==> src/bal_pkg.sv <==
`timescale 1ns / 1ps
// ----------------------------------------------------------------------------
// bal_pkg
// shared widths, command and status codes, and controller command bundle
// for the bounded array list core
// ----------------------------------------------------------------------------
package bal_pkg;

	localparam int LIST_DEPTH = 16;
	localparam int IDX_W      = $clog2(LIST_DEPTH);
	localparam int CNT_W      = $clog2(LIST_DEPTH + 1);
	localparam int POS_W      = 5;
	localparam int CMD_W      = 4;
	localparam int DATA_W     = 32;
	localparam int STS_W      = 3;

	typedef enum logic [CMD_W-1:0] {
		CMD_INS_HEAD  = 4'd0,
		CMD_INS_TAIL  = 4'd1,
		CMD_INS_AT    = 4'd2,
		CMD_REM_HEAD  = 4'd3,
		CMD_REM_TAIL  = 4'd4,
		CMD_REM_AT    = 4'd5,
		CMD_REM_VALUE = 4'd6,
		CMD_READ      = 4'd7,
		CMD_FIND      = 4'd8
	} cmd_t;

	typedef enum logic [STS_W-1:0] {
		STS_OK        = 3'd0,
		STS_FULL      = 3'd1,
		STS_EMPTY     = 3'd2,
		STS_BAD_POS   = 3'd3,
		STS_NOT_FOUND = 3'd4
	} status_t;

	typedef enum logic [1:0] {
		ST_IDLE  = 2'd0,
		ST_MATCH = 2'd1,
		ST_EXEC  = 2'd2
	} state_t;

	typedef struct packed {
		logic load;
		logic match;
		logic exec;
	} ctrl_cmd_t;

endpackage

==> src/bal_ctrl.sv <==
`timescale 1ns / 1ps
// ----------------------------------------------------------------------------
// bal_ctrl
// sequencer for one command: capture, match scan, execute into output register
// ----------------------------------------------------------------------------
module bal_ctrl (
	input  logic               clk,
	input  logic               arst_n,
	input  logic               in_valid,
	output logic               in_stall,
	output logic               out_valid,
	input  logic               out_stall,
	output bal_pkg::ctrl_cmd_t ctl
);
	import bal_pkg::*;

	state_t state_q, state_d;
	logic   out_valid_q;
	logic   out_free;

	assign out_free  = !out_valid_q || !out_stall;
	assign out_valid = out_valid_q;

	always_ff @(posedge clk or negedge arst_n) begin
		if (!arst_n) begin
			state_q     <= ST_IDLE;
			out_valid_q <= 1'b0;
		end else begin
			state_q <= state_d;
			if (ctl.exec) begin
				out_valid_q <= 1'b1;
			end else if (out_valid_q && !out_stall) begin
				out_valid_q <= 1'b0;
			end
		end
	end

	always_comb begin
		state_d   = state_q;
		ctl       = '0;
		in_stall  = 1'b1;
		case (state_q)
			ST_IDLE: begin
				in_stall = 1'b0;
				if (in_valid) begin
					ctl.load = 1'b1;
					state_d  = ST_MATCH;
				end
			end
			ST_MATCH: begin
				ctl.match = 1'b1;
				state_d   = ST_EXEC;
			end
			ST_EXEC: begin
				// wait here until the output register can take the result
				if (out_free) begin
					ctl.exec = 1'b1;
					state_d  = ST_IDLE;
				end
			end
			default: begin
				state_d = ST_IDLE;
			end
		endcase
	end

endmodule

==> src/bal_datapath.sv <==
`timescale 1ns / 1ps
// ----------------------------------------------------------------------------
// bal_datapath
// entry registers, count, match vector, shift network and result registers
// ----------------------------------------------------------------------------
module bal_datapath (
	input  logic                              clk,
	input  logic                              arst_n,
	input  bal_pkg::ctrl_cmd_t                ctl,
	input  logic [bal_pkg::CMD_W-1:0]         cmd,
	input  logic [bal_pkg::POS_W-1:0]         position,
	input  logic signed [bal_pkg::DATA_W-1:0] value,
	output logic [bal_pkg::STS_W-1:0]         status,
	output logic signed [bal_pkg::DATA_W-1:0] read_data,
	output logic [bal_pkg::IDX_W-1:0]         found_index,
	output logic [bal_pkg::CNT_W-1:0]         entry_count
);
	import bal_pkg::*;

	logic [CMD_W-1:0]  cmd_q;
	logic [POS_W-1:0]  pos_q;
	logic [DATA_W-1:0] val_q;
	logic [CNT_W-1:0]  count_q;
	logic [DATA_W-1:0] entries_q [LIST_DEPTH];
	logic [DATA_W-1:0] entries_d [LIST_DEPTH];
	logic [LIST_DEPTH-1:0] match_q;

	logic [STS_W-1:0]  status_q;
	logic [DATA_W-1:0] data_q;
	logic [IDX_W-1:0]  idx_q;
	logic [CNT_W-1:0]  count_out_q;

	logic              full, empty, hit, do_ins, do_rem;
	logic [IDX_W-1:0]  hit_idx, at;
	logic [CNT_W-1:0]  last;
	status_t           sts_d;
	logic [DATA_W-1:0] data_d;
	logic [IDX_W-1:0]  idx_d;
	logic [CNT_W-1:0]  count_d;

	// command capture, no reset needed
	always_ff @(posedge clk) begin
		if (ctl.load) begin
			cmd_q <= cmd;
			pos_q <= position;
			val_q <= value;
		end
	end

	// compare every live entry against the value
	always_ff @(posedge clk) begin
		if (ctl.match) begin
			for (int i = 0; i < LIST_DEPTH; i++) begin
				match_q[i] <= (entries_q[i] == val_q) && (CNT_W'(i) < count_q);
			end
		end
	end

	// lowest matching index
	always_comb begin
		hit     = 1'b0;
		hit_idx = '0;
		for (int i = LIST_DEPTH - 1; i >= 0; i--) begin
			if (match_q[i]) begin
				hit     = 1'b1;
				hit_idx = IDX_W'(i);
			end
		end
	end

	assign full  = (count_q == CNT_W'(LIST_DEPTH));
	assign empty = (count_q == '0);
	assign last  = count_q - CNT_W'(1);

	always_comb begin
		sts_d   = STS_OK;
		data_d  = '0;
		idx_d   = '0;
		count_d = count_q;
		do_ins  = 1'b0;
		do_rem  = 1'b0;
		at      = '0;
		case (cmd_q)
			CMD_INS_HEAD, CMD_INS_TAIL, CMD_INS_AT: begin
				if (full) begin
					sts_d = STS_FULL;
				end else if (cmd_q == CMD_INS_AT && pos_q > count_q) begin
					sts_d = STS_BAD_POS;
				end else begin
					do_ins  = 1'b1;
					count_d = count_q + CNT_W'(1);
					if (cmd_q == CMD_INS_HEAD) begin
						at = '0;
					end else if (cmd_q == CMD_INS_TAIL) begin
						at = count_q[IDX_W-1:0];
					end else begin
						at = pos_q[IDX_W-1:0];
					end
				end
			end
			CMD_REM_HEAD, CMD_REM_TAIL, CMD_REM_AT, CMD_REM_VALUE, CMD_READ,
			CMD_FIND: begin
				if (empty) begin
					sts_d = STS_EMPTY;
				end else if (cmd_q == CMD_REM_HEAD) begin
					do_rem = 1'b1;
					at     = '0;
				end else if (cmd_q == CMD_REM_TAIL) begin
					do_rem = 1'b1;
					at     = last[IDX_W-1:0];
				end else if (cmd_q == CMD_REM_AT || cmd_q == CMD_READ) begin
					if (pos_q >= count_q) begin
						sts_d = STS_BAD_POS;
					end else if (cmd_q == CMD_REM_AT) begin
						do_rem = 1'b1;
						at     = pos_q[IDX_W-1:0];
					end else begin
						data_d = entries_q[pos_q[IDX_W-1:0]];
					end
				end else if (!hit) begin
					sts_d = STS_NOT_FOUND;
				end else if (cmd_q == CMD_REM_VALUE) begin
					do_rem = 1'b1;
					at     = hit_idx;
				end else begin
					idx_d = hit_idx;
				end
				if (do_rem) begin
					count_d = last;
				end
			end
			default: begin
				sts_d = STS_OK;
			end
		endcase
	end

	// shift network: open a gap at 'at' or close the one there
	always_comb begin
		for (int i = 0; i < LIST_DEPTH; i++) begin
			entries_d[i] = entries_q[i];
		end
		if (do_ins) begin
			if (at == '0) begin
				entries_d[0] = val_q;
			end
			for (int i = 1; i < LIST_DEPTH; i++) begin
				if (IDX_W'(i) == at) begin
					entries_d[i] = val_q;
				end else if (IDX_W'(i) > at) begin
					entries_d[i] = entries_q[i-1];
				end
			end
		end else if (do_rem) begin
			for (int i = 0; i < LIST_DEPTH - 1; i++) begin
				if (IDX_W'(i) >= at) begin
					entries_d[i] = entries_q[i+1];
				end
			end
		end
	end

	always_ff @(posedge clk) begin
		if (ctl.exec) begin
			for (int i = 0; i < LIST_DEPTH; i++) begin
				entries_q[i] <= entries_d[i];
			end
			status_q    <= sts_d;
			data_q      <= data_d;
			idx_q       <= idx_d;
			count_out_q <= count_d;
		end
	end

	always_ff @(posedge clk or negedge arst_n) begin
		if (!arst_n) begin
			count_q <= '0;
		end else if (ctl.exec) begin
			count_q <= count_d;
		end
	end

	assign status      = status_q;
	assign read_data   = data_q;
	assign found_index = idx_q;
	assign entry_count = count_out_q;

endmodule

==> src/bounded_array_list_core.sv <==
`timescale 1ns / 1ps
// ----------------------------------------------------------------------------
// bounded_array_list_core
// ordered list of up to 16 signed 32-bit values with insert, remove, read
// and find commands, one result transaction per command
// ----------------------------------------------------------------------------
// Each command goes from acceptance to result in steps: capture the command,
// compare all sixteen entry registers against the value into a match vector,
// then pick the first match and shift the entries. The controller walks these
// steps for one command at a time, so the input side takes no new command
// until the current one has executed. The result sits
// in an output register; the next command is accepted and scanned while it
// waits, and the execute step holds until that register is free. Entries
// are not reset; count resets to zero, so no clearing pass is needed.
// ----------------------------------------------------------------------------
module bounded_array_list_core (
	input  logic                              clk,
	input  logic                              arst_n,
	// command channel
	input  logic                              in_valid,
	output logic                              in_stall,
	input  logic [bal_pkg::CMD_W-1:0]         cmd,
	input  logic [bal_pkg::POS_W-1:0]         position,
	input  logic signed [bal_pkg::DATA_W-1:0] value,
	// result channel
	output logic                              out_valid,
	input  logic                              out_stall,
	output logic [bal_pkg::STS_W-1:0]         status,
	output logic signed [bal_pkg::DATA_W-1:0] read_data,
	output logic [bal_pkg::IDX_W-1:0]         found_index,
	output logic [bal_pkg::CNT_W-1:0]         entry_count
);
	import bal_pkg::*;

	// command strobes from the sequencer to the datapath
	ctrl_cmd_t ctl;

	bal_ctrl u_ctrl (
		.clk       (clk),
		.arst_n    (arst_n),
		.in_valid  (in_valid),
		.in_stall  (in_stall),
		.out_valid (out_valid),
		.out_stall (out_stall),
		.ctl       (ctl)
	);

	// entries, count, shift network and result register
	bal_datapath u_dp (
		.clk         (clk),
		.arst_n      (arst_n),
		.ctl         (ctl),
		.cmd         (cmd),
		.position    (position),
		.value       (value),
		.status      (status),
		.read_data   (read_data),
		.found_index (found_index),
		.entry_count (entry_count)
	);

	// count never exceeds capacity
	a_count_bound: assert property (@(posedge clk) disable iff (!arst_n)
		out_valid |-> (entry_count <= CNT_W'(LIST_DEPTH)))
		else $error("entry count above capacity");

	// full status only with a full list
	a_full_count: assert property (@(posedge clk) disable iff (!arst_n)
		(out_valid && status == STS_FULL) |-> (entry_count == CNT_W'(LIST_DEPTH)))
		else $error("full status with list not full");

	// empty status only with an empty list
	a_empty_count: assert property (@(posedge clk) disable iff (!arst_n)
		(out_valid && status == STS_EMPTY) |-> (entry_count == '0))
		else $error("empty status with entries present");

	// data and index are zero unless the command succeeded
	a_zero_on_fail: assert property (@(posedge clk) disable iff (!arst_n)
		(out_valid && status != STS_OK) |-> (read_data == '0 && found_index == '0))
		else $error("nonzero data or index on failed command");

	// a command enters only while the sequencer is idle
	a_one_at_a_time: assert property (@(posedge clk) disable iff (!arst_n)
		(in_valid && !in_stall) |=> in_stall)
		else $error("command accepted while another is in flight");

endmodule
==> config.mk <==
export PLATFORM = sky130hd
export DESIGN_NAME = bounded_array_list_core
export DESIGN_NICKNAME = d
export VERILOG_FILES = /design/src/bal_pkg.sv /design/src/bal_ctrl.sv /design/src/bal_datapath.sv /design/src/bounded_array_list_core.sv
export SDC_FILE = /design/constraint.sdc
export NUM_CORES = 2
export LEC_CHECK = 0
export BUFFER_PORTS_ARGS = -buffer_cell sky130_fd_sc_hd__clkbuf_2
export CORE_MARGIN = 4
export CORE_UTILIZATION = 60
export CTS_CLUSTER_DIAMETER = 200
export DETAILED_ROUTE_END_ITERATION = 16
export PLACE_DENSITY = 0.77
export REMOVE_ABC_BUFFERS = 1
export SLEW_MARGIN = 20
export SYNTH_ARGS = -nofsm -noshare
export SYNTH_HDL_FRONTEND = slang
export SYNTH_SLANG_ARGS = --single-unit
export TNS_END_PERCENT = 5
==> constraint.sdc <==
create_clock -name clk -period 6.65 [get_ports clk]
set_clock_uncertainty 0.1 [all_clocks]
set_input_delay 0.3325 -clock clk [delete_from_list [all_inputs] [get_ports clk]]
set_output_delay 0.3325 -clock clk [all_outputs]
set_load 0.05 [all_outputs]
==> metrics.md <==
| Metric | Value |
|---|---|
| Status | completed |
| Final ANT Viol Nets | 0 |
| Met1 Track Usage GR | 0.631 |
| Number of global-route vias before repair | between 30000 and 40000 |
| Die Ht | 272 um |
| Routing usage on met2 | 0.682 |
| CTS Buf Count | between 70 and 80 |
| H-tree Lvls | 3 |
| Final worst-path cycle share | 0.825 |
| Rows | 96 |
| GRT Residual Overflow | 0 |
| Sequential-to-total area share from yosys stat | 0.445 |
| Yosys cell types | 70 |
| Flop pwr share | 0.368 |
| Max-cap violations | 0 |
| Fin util | 0.661 |
| Core box area | around 70000 um2 |
| HP Class | in2reg |
| Final GP Congestion | between 1 and 1.5 |
| Worst Hold Path Cells | 2 |
| Max Slew Vio Count | 0 |
| CP delay by family, top | compound AO/OA/AOI/OAI gates |
| Placed Area | 42700 um2 |
| Peak Freq | 182 MHz |
| CTS Root Cell | clkbuf_16 |
| Sw Share | 0.416 |
| Finish-stage setup viols | 0 |
| Clock latency on the worst-skew pair | 650 ps |
| Relative slew slack | 0.121 |
| Commonest cells after routing, fill and taps aside | edfxtp_1 (613), nand2_1 (603), o211ai_1 (395) |
| CTS tree | yes |
| GR peak layer | met2 |
| Synth Flop Type | edfxtp_1 |
| Total Nets Final | roughly 3700 |
| Post-synth EDFFs | between 600 and 700 |
| Int Pwr | 8.72 mW |
| Die area | 74000 um2 |
| DRT iter0 DRCs | roughly 9000 |
| FF-to-FF path depth | 11 |
| Logic pwr share | 0.368 |
| Routed len/inst | approximately 40 um |
| Port Buf Inserts | 90 |
| CTS Buffer Depth | 3 |
| Remaining DRCs | 0 |
| Yosys top cell by area | edfxtp_1 |
| Worst-path clk slew | 60 ps |
| Max stage delay on crit path | between 1000 and 1500 ps |
| Fillers | between 5000 and 6000 |
| CP required | about 6900 ps |
| Hold WS | 308 ps |
| Cell Area, Synth | 41800 um2 |
| Buf/Inv on CP | 3 |
| First-pass GRT wire length | ~270000 um |
| Unrepaired setup endpoints after global routing | no |
| Vias | about 40000 |
| Worst vdd ir | 0.269 mV |
| Clock sink count | slightly above 600 |
| Initial antenna violation count | 25 |
| Cell count after synthesis | around 3800 |
| Critical path class | reg2reg |
| CP Capture Type | flop |
| NetSw | around 6.2 mW |
| Cell count along the critical path | 11 |
| Postcts setup bufs | 0 |
| Worst-Margin Slew | around 1300 ps |
| Yosys top cell area share | 0.440 |
| Routed wire length | between 150000 and 200000 um |
| DIE WIDTH | about 270 um |
| CP Data Arrival Time | between 5000 and 6000 ps |
| Cell area after layout | about 45000 um2 |
| Min Clock Period, post-route | ~5500 ps |
| Most frequent CP cell | buf_4 |
| Total power density per cell area | ~330 nW/um2 |
| Synthesis-to-layout area growth | 8.66% |
| Vias per cell | about 8.4 |
| Hold Vio Cnt, Final | 0 |
| Share of layout cells above drive strength 1 | 0.142 |
| Critical path's slowest cell | a21oi_4 |
| Setup TNS | 0 ps |
| DP HPWL | 123000 um |
| CP Max Fanout | 66 |
| Io pins | 91 |
| Ranking of synthesized cells by area | edfxtp_1 (44%), mux4_2 (8.6%), o211ai_1 (7.1%) |
| Leakage | around 15 nW |
| Maximum number of pins on one net before global-route repair | 139 |
| Startpoint types | flop |
| TritonRoute pass-1 iters | 9 |
| Met3 Resource Use GR | 0.229 |
| Synth Warn # | 0 |
| Asr flop ratio synth | 0.0129 |
| Most common cell after layout, fill and taps aside | edfxtp_1 |
| Mean post-synth cell area | 11.1 um2 |
| Gr usage total | 0.495 |
| Clk network pwr share | 0.264 |
| CP Cell Sequence | inv_1 -> ha_1 -> and3_1 -> o21a_1 -> o211a_2 -> o32ai_1 -> nor2_4 -> buf_4 -> nor2_1 -> a21oi_4 -> buf_4 |
| Synth Register Bits | between 600 and 700 |
| Initial Util | 0.608 |
cells in the mapped netlist (all sizes together), types with 2 or more instances:
| cell | n |
|---|---|
| edfxtp | 613 |
| nand2 | 604 |
| o211ai | 396 |
| o311ai | 353 |
| clkbuf | 344 |
| xor2 | 314 |
| xnor2 | 201 |
| mux4 | 160 |
| buf | 134 |
| nor4 | 99 |
| nand4 | 66 |
| a221o | 62 |
| a41oi | 62 |
| nor2b | 37 |
| a41o | 35 |
| mux2 | 33 |
| and2 | 31 |
| nor2 | 29 |
| nor3 | 24 |
| a21oi | 23 |
| nand3 | 20 |
| o21ai | 20 |
| inv | 17 |
| or3 | 16 |
| dfrtp | 8 |
| ha | 8 |
| a31oi | 7 |
| or4 | 7 |
| and3 | 6 |
| a2111oi | 5 |
| a211o | 5 |
| a21o | 5 |
| nand2b | 4 |
| a211oi | 3 |
| or2 | 3 |
| a21boi | 2 |
| o21a | 2 |
| o21bai | 2 |
| o31a | 2 |
metal layers:
layer	share of wire	vias up	routed length, um
met4	0.092	18	17500
met5	0.00085	-	160
li1	-	14775	-
met3	0.18	1032	34800
met2	0.40	4657	75300
met1	0.32	18368	61400
layout make-up:
class / instances / area [um2] / area share
Multi-Input combinational cell: 2661 / 21400 / 0.471
Sequential cell: 621 / 18600 / 0.409
Clock buffer: 96 / 2040 / 0.0448
Timing Repair Buffer: 251 / 1940 / 0.0426
Tap cell: 931 / 1160 / 0.0256
Clock inverter: 32 / 188 / 0.00413
Inverter: 17 / 65.1 / 0.00143
Antenna cell: 13 / 32.5 / 0.000716
worst reg2reg max path, delay by kind of cell, from the launching register on:
| family | cells | cell delay [ps] |
|---|---|---|
| flip-flops | 1 | 710 |
| AO/OA/AOI/OAI | 4 | 1750 |
| adder cells (fa/ha/maj) | 1 | 370 |
| buffers and inverters | 3 | 1460 |
| AND/OR/NAND/NOR | 3 | 790 |
through the flow:
stage,total power [mW],cells,worst slack (ps)
6_report,14.9,4622,1160
3_3_place_gp,10.5,4435,1550
2_1_floorplan,8.85,3299,-16040
3_5_place_dp,10.6,4435,1440
4_1_cts,14.5,4609,1400
5_1_grt,15.1,4609,1110
power groups by stage:
| stage | Sequential, mW | Clock [mW] | Combinational [mW] |
|---|---|---|---|
| final | 5.50 | 3.93 | 5.49 |
| after global routing | 5.50 | 4.06 | 5.52 |
| after CTS | 5.44 | 3.88 | 5.13 |
| after detailed placement | 5.52 | 0 | 5.09 |
| after global placement | 5.51 | 0 | 5.04 |
| after floorplan | 5.77 | 0 | 3.08 |
what timing repair did:
item / 4_1_cts / 5_1_grt
endpoints found under the hold margin: 52 / 0
resized for setup: 0 / 0
hold buffers: 46 / 0
worst paths after layout:
kind / start / to / slack, ps
worst max register to register: u_dp.count_q[3] / u_dp.entries_q[13][9] / 1160
max in group asynchronous: arst_n / u_dp.count_q[3] / 5020
worst max-delay path: u_dp.count_q[3] / u_dp.entries_q[13][9] / 1160
min in group asynchronous: arst_n / u_ctrl.state_q[1] / 470
worst min-delay path: value[27] / u_dp.val_q[27] / 310
worst min register to register: u_ctrl.out_valid / u_ctrl.out_valid / 450
cells by family after synthesis:
kind of cell,after synthesis,synth area share
AOI/OAI and AO/OA,994,0.195
and+or+nand+nor,951,0.105
DFF,621,0.445
xor gates and xnor gates,515,0.108
buffers and inverters,495,0.0500
muxes,193,0.0950
adders and majority gates,8,0.00239
sequential cells by signal (all words and copies together) (netlist names):
register          flops
u_dp.pos_q            5
u_dp.count_q          5
u_ctrl.out_valid      1
u_dp.read_data       32
u_dp.entry_count      5
u_ctrl.state_q        2
u_dp.cmd_q            4
u_dp.status           3
u_dp.entries_q      512
u_dp.match_q         16
u_dp.found_index      4
u_dp.val_q           32
Note: power is estimated with default switching activity, not from simulation.
